File: src/rtl/anc_pkg.sv
// Shared types, widths and step tables for the 4-bit ADPCM codec.
// No dependencies; imported by anc_addsub and adpcm_nibble_codec.
`timescale 1ns / 1ps

package anc_pkg;

    localparam int SAMPLE_W = 16;
    localparam int STEP_W   = 15;
    localparam int PTR_W    = 7;
    localparam int ALU_W    = 20;   // holds step * 15 and 4 * |delta| with sign
    localparam int MOVE_W   = 5;

    localparam logic [PTR_W-1:0] IMA_LAST = 7'd88;
    localparam logic [PTR_W-1:0] OKI_LAST = 7'd48;

    // configuration register indexes
    localparam logic REG_VARIANT   = 1'b0;
    localparam logic REG_DIRECTION = 1'b1;

    localparam logic signed [ALU_W-1:0] SAMPLE_MAX = 20'sd32767;
    localparam logic signed [ALU_W-1:0] SAMPLE_MIN = -20'sd32768;

    localparam logic [STEP_W-1:0] IMA_STEP [89] = '{
        15'd7, 15'd8, 15'd9, 15'd10, 15'd11, 15'd12, 15'd13, 15'd14, 15'd16, 15'd17,
        15'd19, 15'd21, 15'd23, 15'd25, 15'd28, 15'd31, 15'd34, 15'd37, 15'd41, 15'd45,
        15'd50, 15'd55, 15'd60, 15'd66, 15'd73, 15'd80, 15'd88, 15'd97, 15'd107, 15'd118,
        15'd130, 15'd143, 15'd157, 15'd173, 15'd190, 15'd209, 15'd230, 15'd253, 15'd279,
        15'd307, 15'd337, 15'd371, 15'd408, 15'd449, 15'd494, 15'd544, 15'd598, 15'd658,
        15'd724, 15'd796, 15'd876, 15'd963, 15'd1060, 15'd1166, 15'd1282, 15'd1411,
        15'd1552, 15'd1707, 15'd1878, 15'd2066, 15'd2272, 15'd2499, 15'd2749, 15'd3024,
        15'd3327, 15'd3660, 15'd4026, 15'd4428, 15'd4871, 15'd5358, 15'd5894, 15'd6484,
        15'd7132, 15'd7845, 15'd8630, 15'd9493, 15'd10442, 15'd11487, 15'd12635,
        15'd13899, 15'd15289, 15'd16818, 15'd18500, 15'd20350, 15'd22385, 15'd24623,
        15'd27086, 15'd29794, 15'd32767
    };

    localparam logic [STEP_W-1:0] OKI_STEP [49] = '{
        15'd256, 15'd272, 15'd304, 15'd336, 15'd368, 15'd400, 15'd448, 15'd496, 15'd544,
        15'd592, 15'd656, 15'd720, 15'd800, 15'd880, 15'd960, 15'd1056, 15'd1168,
        15'd1280, 15'd1408, 15'd1552, 15'd1712, 15'd1888, 15'd2080, 15'd2288, 15'd2512,
        15'd2768, 15'd3040, 15'd3344, 15'd3680, 15'd4048, 15'd4464, 15'd4912, 15'd5392,
        15'd5936, 15'd6528, 15'd7184, 15'd7904, 15'd8704, 15'd9568, 15'd10528,
        15'd11584, 15'd12736, 15'd14016, 15'd15408, 15'd16960, 15'd18656, 15'd20512,
        15'd22576, 15'd24832
    };

    localparam logic signed [MOVE_W-1:0] PTR_MOVE [8] = '{
        -5'sd1, -5'sd1, -5'sd1, -5'sd1, 5'sd2, 5'sd4, 5'sd6, 5'sd8
    };

    // one request to the shared add/subtract unit
    typedef struct packed {
        logic signed [ALU_W-1:0] a;
        logic signed [ALU_W-1:0] b;
        logic                    sub;
    } alu_req_t;

endpackage

File: src/rtl/adpcm_nibble_codec.sv
// Top level of the IMA/OKI 4-bit ADPCM codec: sequencer, state and ports.
// Depends on anc_pkg and anc_addsub.
//
//   channel   ports                                 carries
//   input     s_valid s_ready s_restart s_code_in   one nibble or sample
//             s_sample_in
//   result    m_valid m_ready m_code_out            code, sample, step index
//             m_sample_out m_step_position
//   config    cfg_wr_en cfg_index cfg_data          codec_variant, direction
//
// Encode finds the quotient bits, skipped when the magnitude saturates at 7,
// then decodes. The single add/subtract unit serves the delta, magnitude and
// saturation test, the quotient bits, the shift-add multiply and the predictor
// update in turn. The next word is taken the cycle after the result is loaded.
// Reset (synchronous, active low) clears state, config, predictor and valid.
// s_ready is high only while the sequencer is idle; a stalled result sits in
// the output register and does not block the next word's acceptance, but the
// sequencer holds in its last state until that register frees.
`timescale 1ns / 1ps

module adpcm_nibble_codec (
    input  logic                                aclk,
    input  logic                                aresetn,
    input  logic                                cfg_wr_en,
    input  logic                                cfg_index,
    input  logic                                cfg_data,
    input  logic                                s_valid,
    output logic                                s_ready,
    input  logic                                s_restart,
    input  logic [3:0]                          s_code_in,
    input  logic signed [anc_pkg::SAMPLE_W-1:0] s_sample_in,
    output logic                                m_valid,
    input  logic                                m_ready,
    output logic [3:0]                          m_code_out,
    output logic signed [anc_pkg::SAMPLE_W-1:0] m_sample_out,
    output logic [anc_pkg::PTR_W-1:0]           m_step_position
);
    import anc_pkg::*;

    localparam logic [3:0] ST_IDLE      = 4'd0;
    localparam logic [3:0] ST_LOAD      = 4'd1;
    localparam logic [3:0] ST_ENC_DELTA = 4'd2;
    localparam logic [3:0] ST_ENC_ABS   = 4'd3;
    localparam logic [3:0] ST_ENC_SAT   = 4'd4;
    localparam logic [3:0] ST_ENC_Q2    = 4'd5;
    localparam logic [3:0] ST_ENC_Q1    = 4'd6;
    localparam logic [3:0] ST_ENC_Q0    = 4'd7;
    localparam logic [3:0] ST_DEC_INIT  = 4'd8;
    localparam logic [3:0] ST_DEC_M0    = 4'd9;
    localparam logic [3:0] ST_DEC_M1    = 4'd10;
    localparam logic [3:0] ST_DEC_M2    = 4'd11;
    localparam logic [3:0] ST_SUM       = 4'd12;
    localparam logic [3:0] ST_OUT       = 4'd13;

    logic [3:0]                 state_reg, state_next;
    logic                       variant_reg, variant_next;
    logic                       direction_reg, direction_next;
    logic signed [SAMPLE_W-1:0] pred_reg, pred_next;
    logic [PTR_W-1:0]           ptr_reg, ptr_next;
    logic                       m_valid_reg, m_valid_next;

    logic [STEP_W-1:0]          step_reg, step_next;
    logic signed [ALU_W-1:0]    acc_reg, acc_next;
    logic [3:0]                 code_reg, code_next;
    logic signed [SAMPLE_W-1:0] sample_reg, sample_next;
    logic [3:0]                 m_code_reg, m_code_next;
    logic signed [SAMPLE_W-1:0] m_sample_reg, m_sample_next;
    logic [PTR_W-1:0]           m_ptr_reg, m_ptr_next;

    alu_req_t                   alu_req;
    logic signed [ALU_W-1:0]    alu_result;

    logic [PTR_W-1:0]           last_idx;
    logic [PTR_W-1:0]           sat_idx;
    logic [STEP_W-1:0]          table_step;
    logic signed [ALU_W-1:0]    step_ext;
    logic [SAMPLE_W-1:0]        diff_mag;
    logic signed [PTR_W+1:0]    ptr_sum;
    logic [PTR_W-1:0]           ptr_clamped;

    anc_addsub u_addsub (
        .req    (alu_req),
        .result (alu_result)
    );

    // step lookup with the pointer held to the active table's range
    always_comb begin
        last_idx = variant_reg ? OKI_LAST : IMA_LAST;
        sat_idx  = (ptr_reg > last_idx) ? last_idx : ptr_reg;
        if (variant_reg) begin
            table_step = OKI_STEP[sat_idx[5:0]];
        end else begin
            table_step = IMA_STEP[sat_idx];
        end
    end

    assign step_ext = $signed({{(ALU_W-STEP_W){1'b0}}, step_reg});

    // (step * (2m+1)) >> 3, with the OKI low nibble cleared
    always_comb begin
        diff_mag = acc_reg[SAMPLE_W+2:3];
        if (variant_reg) begin
            diff_mag[3:0] = 4'd0;
        end
    end

    always_comb begin
        ptr_sum = $signed({2'b00, ptr_reg}) + PTR_MOVE[code_reg[2:0]];
        if (ptr_sum < 0) begin
            ptr_clamped = '0;
        end else if (ptr_sum > $signed({2'b00, last_idx})) begin
            ptr_clamped = last_idx;
        end else begin
            ptr_clamped = ptr_sum[PTR_W-1:0];
        end
    end

    always_comb begin
        state_next     = state_reg;
        variant_next   = variant_reg;
        direction_next = direction_reg;
        pred_next      = pred_reg;
        ptr_next       = ptr_reg;
        m_valid_next   = m_valid_reg && !m_ready;
        step_next      = step_reg;
        acc_next       = acc_reg;
        code_next      = code_reg;
        sample_next    = sample_reg;
        m_code_next    = m_code_reg;
        m_sample_next  = m_sample_reg;
        m_ptr_next     = m_ptr_reg;
        alu_req.a      = acc_reg;
        alu_req.b      = '0;
        alu_req.sub    = 1'b0;

        unique case (state_reg)
            ST_IDLE: begin
                if (s_valid) begin
                    code_next   = s_code_in;
                    sample_next = s_sample_in;
                    if (s_restart) begin
                        pred_next = '0;
                        ptr_next  = '0;
                    end
                    state_next = ST_LOAD;
                end
            end
            ST_LOAD: begin
                step_next  = table_step;
                state_next = direction_reg ? ST_ENC_DELTA : ST_DEC_INIT;
            end
            ST_ENC_DELTA: begin
                alu_req.a   = ALU_W'(sample_reg);
                alu_req.b   = ALU_W'(pred_reg);
                alu_req.sub = 1'b1;
                acc_next    = alu_result;
                code_next   = {alu_result[ALU_W-1], 3'b000};
                state_next  = ST_ENC_ABS;
            end
            ST_ENC_ABS: begin
                alu_req.a   = '0;
                alu_req.b   = acc_reg;
                alu_req.sub = 1'b1;
                if (code_reg[3]) begin
                    acc_next = alu_result;
                end
                state_next = ST_ENC_SAT;
            end
            ST_ENC_SAT: begin
                // 4|d|/step >= 8 exactly when |d| >= 2 * step
                alu_req.b   = step_ext <<< 1;
                alu_req.sub = 1'b1;
                if (!alu_result[ALU_W-1]) begin
                    code_next[2:0] = 3'b111;
                    state_next     = ST_DEC_INIT;
                end else begin
                    acc_next   = acc_reg <<< 2;
                    state_next = ST_ENC_Q2;
                end
            end
            ST_ENC_Q2, ST_ENC_Q1, ST_ENC_Q0: begin
                // restoring division, one quotient bit per cycle
                alu_req.sub = 1'b1;
                if (state_reg == ST_ENC_Q2) begin
                    alu_req.b = step_ext <<< 2;
                end else if (state_reg == ST_ENC_Q1) begin
                    alu_req.b = step_ext <<< 1;
                end else begin
                    alu_req.b = step_ext;
                end
                if (!alu_result[ALU_W-1]) begin
                    acc_next = alu_result;
                    if (state_reg == ST_ENC_Q2) begin
                        code_next[2] = 1'b1;
                    end else if (state_reg == ST_ENC_Q1) begin
                        code_next[1] = 1'b1;
                    end else begin
                        code_next[0] = 1'b1;
                    end
                end
                if (state_reg == ST_ENC_Q0) begin
                    state_next = ST_DEC_INIT;
                end else begin
                    state_next = state_reg + 4'd1;
                end
            end
            ST_DEC_INIT: begin
                acc_next   = step_ext;
                state_next = ST_DEC_M0;
            end
            ST_DEC_M0: begin
                alu_req.b  = code_reg[0] ? (step_ext <<< 1) : '0;
                acc_next   = alu_result;
                state_next = ST_DEC_M1;
            end
            ST_DEC_M1: begin
                alu_req.b  = code_reg[1] ? (step_ext <<< 2) : '0;
                acc_next   = alu_result;
                state_next = ST_DEC_M2;
            end
            ST_DEC_M2: begin
                alu_req.b  = code_reg[2] ? (step_ext <<< 3) : '0;
                acc_next   = alu_result;
                state_next = ST_SUM;
            end
            ST_SUM: begin
                alu_req.a   = ALU_W'(pred_reg);
                alu_req.b   = $signed({{(ALU_W-SAMPLE_W){1'b0}}, diff_mag});
                alu_req.sub = code_reg[3];
                if (alu_result > SAMPLE_MAX) begin
                    pred_next = SAMPLE_MAX[SAMPLE_W-1:0];
                end else if (alu_result < SAMPLE_MIN) begin
                    pred_next = SAMPLE_MIN[SAMPLE_W-1:0];
                end else begin
                    pred_next = alu_result[SAMPLE_W-1:0];
                end
                ptr_next   = ptr_clamped;
                state_next = ST_OUT;
            end
            ST_OUT: begin
                if (!m_valid_reg || m_ready) begin
                    m_valid_next  = 1'b1;
                    m_code_next   = code_reg;
                    m_sample_next = pred_reg;
                    m_ptr_next    = ptr_reg;
                    state_next    = ST_IDLE;
                end
            end
            default: begin
                state_next = ST_IDLE;
            end
        endcase

        // writes must come only while the sequencer is idle (not enforced)
        if (cfg_wr_en) begin
            if (cfg_index == REG_VARIANT) begin
                variant_next = cfg_data;
                pred_next    = '0;
                ptr_next     = '0;
            end else begin
                direction_next = cfg_data;
            end
        end
    end

    always_ff @(posedge aclk) begin
        if (!aresetn) begin
            state_reg     <= ST_IDLE;
            variant_reg   <= 1'b0;
            direction_reg <= 1'b0;
            pred_reg      <= '0;
            ptr_reg       <= '0;
            m_valid_reg   <= 1'b0;
        end else begin
            state_reg     <= state_next;
            variant_reg   <= variant_next;
            direction_reg <= direction_next;
            pred_reg      <= pred_next;
            ptr_reg       <= ptr_next;
            m_valid_reg   <= m_valid_next;
        end
    end

    always_ff @(posedge aclk) begin
        step_reg     <= step_next;
        acc_reg      <= acc_next;
        code_reg     <= code_next;
        sample_reg   <= sample_next;
        m_code_reg   <= m_code_next;
        m_sample_reg <= m_sample_next;
        m_ptr_reg    <= m_ptr_next;
    end

    assign s_ready         = (state_reg == ST_IDLE);
    assign m_valid         = m_valid_reg;
    assign m_code_out      = m_code_reg;
    assign m_sample_out    = m_sample_reg;
    assign m_step_position = m_ptr_reg;

endmodule

File: src/rtl/anc_addsub.sv
// Shared add/subtract unit driven by the codec sequencer.
// Depends on anc_pkg.
`timescale 1ns / 1ps

module anc_addsub (
    input  anc_pkg::alu_req_t                  req,
    output logic signed [anc_pkg::ALU_W-1:0]   result
);
    import anc_pkg::*;

    assign result = req.sub ? (req.a - req.b) : (req.a + req.b);

endmodule
File: config.mk
export PLATFORM = sky130hd
export DESIGN_NAME = adpcm_nibble_codec
export DESIGN_NICKNAME = d
export VERILOG_FILES = /design/src/rtl/anc_pkg.sv /design/src/rtl/adpcm_nibble_codec.sv /design/src/rtl/anc_addsub.sv
export SDC_FILE = /design/constraint.sdc
export NUM_CORES = 1
export LEC_CHECK = 0
export ABC_AREA = 1
export BUFFER_PORTS_ARGS = -buffer_cell sky130_fd_sc_hd__buf_2
export CAP_MARGIN = 20
export CORE_ASPECT_RATIO = 0.8
export CORE_MARGIN = 4
export CORE_UTILIZATION = 53
export DETAILED_ROUTE_END_ITERATION = 10
export PLACE_DENSITY = 0.71
export RECOVER_POWER = 25
export SLEW_MARGIN = 30
export SYNTH_ARGS = -nofsm -noshare
export SYNTH_HDL_FRONTEND = slang
export SYNTH_SLANG_ARGS = --single-unit
File: constraint.sdc
create_clock -name aclk -period 6.25 [get_ports aclk]
set_input_delay 1.25 -clock aclk [delete_from_list [all_inputs] [get_ports aclk]]
set_output_delay 1.25 -clock aclk [all_outputs]
set_load 0.01 [all_outputs]
==> results of run 1 <==
## final cells by class
| type | count | area, µm² |
|---|---|---|
| multi-input combinational | 1171 | 6380 |
| fill | 1836 | 7860 |
| clock buffer | 10 | 239 |
| clock inverter | 6 | 65.1 |
| tap | 258 | 323 |
| inverter | 195 | 742 |
| sequential | 112 | 3060 |
| timing repair buffer | 89 | 522 |
## per-stage QoR
stage / instance area, µm² / hold WS, ns
after floorplan: 10500 / 0.430
after global placement: 11000 / 0.458
after detailed placement: 11000 / 0.478
after CTS: 11300 / 0.499
after global routing: 11300 / 0.521
final: 11300 / 0.493
## cells in the final DEF, fill, tap and decap left out, drive strengths merged, types with 29 or more instances in the layout
master / Yosys / final
a21oi: 103 / 103
nand3: 112 / 112
nor2: 167 / 167
xor2: 29 / 29
nand2: 433 / 433
buf: 31 / 86
ha: 55 / 55
o21ai: 107 / 107
inv: 192 / 196
edfxtp: 82 / 82
dfxtp: 30 / 30
o211ai: 29 / 29
## path summary, 6_finish.rpt
path	from	endpoint	cells past startpoint
min	pred_reg[9]	m_sample_out[9]	0
min reg2reg	pred_reg[9]	m_sample_out[9]	0
max reg2reg	state_reg[1]	code_reg[2]	31
max	state_reg[1]	code_reg[2]	31
## timing repair
action / CTS / global route
setup endpoints to repair: 0 / 22
buffers inserted: 0 / 0
gates resized for setup: 0 / 2
## power by group through the flow
stage / registers [W] / clock network [W] / logic [W]
3_5_place_dp: 0.00126 / 0 / 0.00428
6_report: 0.00126 / 0.000611 / 0.00456
5_1_grt: 0.00127 / 0.000636 / 0.00489
2_1_floorplan: 0.00116 / 0 / 0.00312
3_3_place_gp: 0.00126 / 0 / 0.00423
4_1_cts: 0.00124 / 0.000611 / 0.00429
## metal layers
| metal | up-vias | wire length, µm |
|---|---|---|
| met2 | 844 | 15400 |
| met4 | 4 | 673 |
| li1 | 5211 | - |
| met5 | - | 107 |
| met1 | 5219 | 17100 |
| met3 | 75 | 6980 |
## worst register-to-register path, delay by kind of cell, from the launching register on
| family | cells | cell delay [ns] |
|---|---|---|
| simple gates | 18 | 2.51 |
| compound gates | 5 | 1.02 |
| fa+ha+maj | 3 | 0.89 |
| buf+inv | 4 | 0.45 |
| flops | 1 | 0.44 |
| xor+xnor | 1 | 0.16 |
## cells by family after synthesis
group | count (synthesis) | synth area share [%]
XOR/XNOR | 41 | 3.43
buffers and inverters | 250 | 10.0
adder cells (fa/ha/maj) | 57 | 6.95
AO/OA/AOI/OAI | 307 | 17.7
flip-flops | 112 | 29.2
AND/OR/NAND/NOR | 766 | 32.7
==> out/results.txt, run 1 <==
For the count of inserted antenna diode cells, the log shows 0. The count of nets left with antenna violations once routing finished came out at 0. The internal reg-to-reg setup slack is 0.47 ns, and the top fanout value on the critical path is 19. The power density over cell area works out to 567 nW/µm². The cell that appears most often on the critical path is nand2_1. The tools report the total net switching power as 0.00370 W.

On the critical path the largest part of the delay comes from simple AND/OR/NAND/NOR gates. The tools report the total negative slack for setup checks as 0 ns. For this run, the detailed router's first-pass iteration total came to 6. The half-perimeter wire length after detailed placement came out at 31800 µm.

After detailed routing, the number of remaining DRC violations is 0. The share of total power dissipated in combinational logic is 70.9%. The logs give 55 for the number of distinct library cells after synthesis and 2 for the largest buffer count on any clock path.

After layout, the worst setup slack is 0.474 ns. Excluding fillers, the count of instances in the completed layout stands at 1841. Headroom to the max-slew limit came out at 36.4%.

The static leakage power was 5.23 nW; the transition time of the tightest slew-check pin was 0.954 ns. Ranked by instance count, the synthesized netlist is headed by nand2_1 (410), inv_1 (180), nor2_1 (141), o21ai_0 (103), nand3_1 (98). Among all cell types in the netlist, the one instantiated most often is nand2_1.

The worst setup path is launched from a flop. For this design the top-level I/O count stands at 57. The highest clock frequency the design can meet was 173 MHz. The maximum number of pins on one net before global-route repair is 39, and the post-synthesis area per instance is 6.84 µm². The tools report the total of endpoints with negative setup slack in the final report as 0. The fraction of met1 tracks used by global routing was 54.0%; the number of hold-slack violations in the final timing report was 0.

The number of max-slew violations in the final report is 0. The worst-case IR drop observed on VDD is 0.665 mV. STA classifies the critical path endpoint as a flop. The via count of the first global-routing pass came out at 10300. Between clock sinks in the finished design, the worst skew comes to 0.0214 ns. The starting utilization of the core area was 54.6%.

Summed over all layers, the global routing overflow is 0. The clock reaches the later pin of the worst-skew pair after 0.38 ns. The first global-routing pass estimated 60700 µm of wire. The tree is rooted in a clkbuf_16. TritonCTS built the clock tree. The total routed wirelength was 40200 µm; the final-stage net count was 1663.

In this run the cell area of the synthesized design comes to 10500 µm². The worst endpoint required time came out at 6.30 ns. The register with the most flip-flops in the layout has 20 of them.

The power consumption was 0.00643 W; the net count of the mapped netlist was 1618. The floorplan step set the die height to 134 µm. Yosys mapped a number of flops with a built-in enable equal to 82.

Using the TritonRoute via totals, the vias-per-cell ratio works out to 6.17. The post-route clock period utilization works out to 92.4%. After clock tree synthesis, the clock-pin slew on the worst setup and hold paths is 0.08 ns. The clock network power share is 9.5%.

In the global route stage, overall resource usage came out at 35.9%. The tools report the count of max-cap constraint violations as 0. By startpoint and endpoint, the worst setup path is classified as flop to flop.

The count of buffering cells on the critical path with inverters included came out at 4. Setup repair after global routing left no endpoint under its margin. The number of cell rows was 45; the post-synthesis sequential area ratio was 29.2%. The met3 track demand over resource was 16.7%.

The tools report the placer's final routability congestion estimate as 1.07. For this design, the slowest cell found on the critical path is dfxtp_1. The placeable core region is 19200 µm². Counting flops with an async set or reset pin after synthesis yields a share of 0%.

The tools report the detailed router's first-iteration violation count as 2013. The library cell occupying the most area in the post-synthesis netlist is edfxtp_1. The run finished with clean final reports.

Summing over every cut layer, the via total after detailed routing is 11400. Counting I/O delays and the setup requirement, the final critical path takes 5.78 ns. The synthesis-to-layout area growth is 8.19%, and the average detailed-routed wire length per instance is 21.8 µm. The tree built by TritonCTS fans out to 112 sinks. The switching part of the total power is 57.6%, and the fraction of met2 tracks used by global routing is 46.5%. Synthesis handed over a netlist of 1533 instances. The most crowded layer after global routing was met1.

Total of buffers placed on input and output ports: 56. By area the synthesized netlist is led by edfxtp_1 (23%), nand2_1 (15%), ha_1 (6.6%), inv_1 (6.4%), dfxtp_1 (5.7%). Overall die area: 22100 µm².

The number of clock buffers inserted by TritonCTS was 9; the chip width was 165 µm. The initial antenna violation count was 1; the flip-flop and latch count after synthesis was 112. For the worst setup path, the data arrival time is 5.83 ns.

Setup slack at placement: 0.681 ns. The sequential power share came out at 19.6%. Commonest register cell after synthesis: edfxtp_1. In this run, placement finished with an instance count of 1825. The internal power of the cells totals 0.00273 W. Cells fill 59.1% of the core in the end. The share of post-route cells with drive strength above 1 works out to 12.6%. For this run, the number of Yosys warnings is 0. Maximum cell stage delay along the critical path: 0.44 ns.

Hold repair after CTS inserted 0 buffers. The maximum level of the CTS H-tree is 3. The min-delay analysis places its worst path in the category flop to flop. In this run the biggest area consumer among cell types represents 23.5% of the synthesized area.
(Power assumes the default switching activity.)
==> run 2: changes to the inputs <==
Settings changed: CORE_UTILIZATION 53 to 55, PLACE_DENSITY 0.71 to 0.73.
==> run 2 against run 1 <==
  * Sequential share of layout area up 0.19 points
  * Die area down 3.4%
  * Sequential power hardly changed
  * Critical endpoint unchanged
  * Sequential cell count stayed put
==> out/results.txt, run 2 (synthesized netlist as in run 1, its figures left out) <==
The run gives 45.6% (-0.95 points) as the fraction of met2 tracks used by global routing. By startpoint and endpoint, the worst setup path is classified as flop to flop. The detailed router's first-iteration violation count is 1986 (-1.3%). For the global-route wire length before repair, the log shows 58100 µm (-4.3%). The peak supply drop came out at 0.398 mV (-40%). The maximum cell stage delay along the critical path is 0.41 ns (-0.03 ns). Setup repair after global routing left no endpoint under its margin. For the half-perimeter wire length after detailed placement, the log shows 29500 µm (-7.3%). The top fanout value on the critical path works out to 25 (+6). For the number of max-slew violations in the final report, the log shows 0 (unchanged). The cell area after placement came out at 10900 µm² (-0.76%). The clock latency at the later pin of the worst-skew pair is 0.37 ns (about the same). The total of buffers placed on input and output ports came out at 56 (unchanged). The final-stage net count is 1651 (-0.72%), and the count of inserted antenna diode cells is 0 (unchanged).

The number of nets with antenna violations after detailed routing was 0 (unchanged). The fraction of met1 tracks used by global routing came out at 51.8% (-2.2 points). The tools report the number of hold-slack violations in the final timing report as 0 (unchanged). Detailed-route vias per instance: 6.25 (+1.3%). For the worst endpoint data arrival time, the log shows 5.71 ns (-0.12 ns).

Most prevalent standard cell on the critical path: nand2_1. The logs give 1.13 (+5.0%) for the placer's final routability congestion estimate and 0 (unchanged) for the total DRC errors in the routed layout. The chip width is 162 µm (-1.7%), and the combined global-route utilization of all metal layers is 34.7% (-1.2 points). The count of max-cap constraint violations was 0 (unchanged). The flip-flop count of the largest register, all copies and words added was 20 (unchanged); the relative slew slack was 37.6% (+1.2 points).

The total of endpoints with negative setup slack in the final report is 0 (unchanged). The final critical-path required period works out to 5.64 ns (-0.132 ns). The total iterations of the first detailed-routing run is 7 (+1), and the share of post-route cells with drive strength above 1 is 12.0% (-0.60 points). The run gives 0.605 ns (+0.132 ns) as the setup slack of the critical path after layout.

The total routed wirelength came out at 38200 µm (-5.1%). The leading cell type in the layout, fill and taps excluded is nand2_1. TritonCTS built the clock tree. The area growth from synthesis to layout is 7.52%. Class of the tightest hold or removal check: flop to flop.

Leaving out fill and tap cells, the most frequent cells in the layout are nand2_1 (410), inv_1 (180), nor2_1 (140), o21ai_0 (102), nand3_1 (98). The number of cell rows is 44 (-2.2%), and the total negative slack for setup checks is 0 ns (unchanged). The tools report the worst endpoint required time as 6.32 ns (+0.02 ns). The via count of the first global-routing pass is 10300 (-0.11%). The static leakage power was 5.18 nW (-0.77%); the starting utilization of the core area was 56.8% (+2.2 points). The final cell count without fillers came out at 1824 (-0.92%). The transition time of the tightest slew-check pin works out to 0.936 ns (-0.0179 ns). The logs give 177 MHz (+2.3%) for the highest clock frequency the design can meet and 18400 µm² (-3.9%) for the placeable core region.

The clock net sink count came out at 112 (unchanged). The setup slack at placement was 0.633 ns (-0.0482 ns); the power density over cell area was 564 nW/µm² (-0.55%). Post-route clock period utilization: 90.3% (-2.1 points). STA classifies the critical path endpoint as a flop.

The number of clock buffers inserted by TritonCTS is 9 (unchanged). The initial antenna violation count is 0 (-1). The number of placed instances, taps included came out at 1808 (-0.93%). The logs give 0 (unchanged) for the overall overflow remaining after global route and 3 (unchanged) for the maximum level of the CTS H-tree.

The area of all placed cells without fillers came out at 11300 µm² (-0.62%). met1 is the most crowded layer. The logs give 57 (unchanged) for the top-level I/O count and 11400 (+0.35%) for the total number of vias.

The slowest stage cell on the critical path is dfxtp_1. The average detailed-routed wire length per instance is 20.9 µm (-4.3%), and the overall die area is 21300 µm² (-3.4%). The largest buffer count on any clock path was 2 (unchanged). The tools report the met3 track demand over resource as 15.3% (-1.5 points).

The flow ran to the end, and the final reports show no timing, DRC or antenna violations. The setup clock skew after layout is 0.0142 ns (-0.00721 ns). The post-CTS setup buffer count is 0 (unchanged), and the height of the chip is 131 µm (-1.7%). The power consumption came out at 0.00635 W (-1.2%).

The tools report the cell chosen for the clock root as clkbuf_16. The clock-pin slew reported for the worst setup and hold paths after clock tree synthesis came out at 0.08 ns (about the same). The worst setup path is launched from a flop.

The tools report the maximum number of pins on one net before global-route repair as 43 (+10%).
[run 2: layout make-up]
class                   count  area (µm²)
repair buffers             77         444
clock buffers              10         250
inverters                 195         742
flip-flops and latches    112        3070
well taps                 253         317
clock inverters             6        72.6
fillers                  1748        7170
multi-input cells        1171        6380
[run 2: path summary, 6_finish.rpt]
path / depth (start not counted) / end / slack, ns / startpoint
worst max-delay path: 32 / code_reg[2] / 0.61 / state_reg[0]
worst min-delay path: 0 / m_sample_out[9] / 0.47 / pred_reg[9]
worst max register to register: 32 / code_reg[2] / 0.61 / state_reg[0]
worst min register to register: 0 / m_sample_out[9] / 0.47 / pred_reg[9]
[run 2: routing by layer]
layer | up-vias | part of all wire (%)
li1 | 5196 | -
met1 | 5077 | 42
met2 | 967 | 37
met3 | 153 | 18
met4 | 0 | 3.2
met5 | - | 0
[run 2: stage by stage]
step	hold WS (ns)	util, %
after floorplan	0.430	-
after global placement	0.463	59.4
after detailed placement	0.453	59.4
after CTS	0.477	61.1
after global routing	0.492	61.1
final	0.473	61.1
[run 2: critical path, delay by kind of cell, from the launching register on]
kind | cells | cell delay, ns
xor gates and xnor gates | 1 | 0.17
buffers and inverters | 5 | 0.67
AOI/OAI and AO/OA | 5 | 1.04
and+or+nand+nor | 18 | 2.24
adders and majority gates | 3 | 0.79
DFF | 1 | 0.41
[run 2: what timing repair did]
action / 4_1_cts / 5_1_grt
resized for setup: 0 / 1
endpoints found under the setup margin: 0 / 20
hold endpoints to repair: 0 / 0
hold buffers: 0 / 0
[run 2: report_power, final]
part / switching [W] / internal [W]
registers: 0.000190 / 0.00107
clock network: 0.000322 / 0.000313
logic: 0.00311 / 0.00134
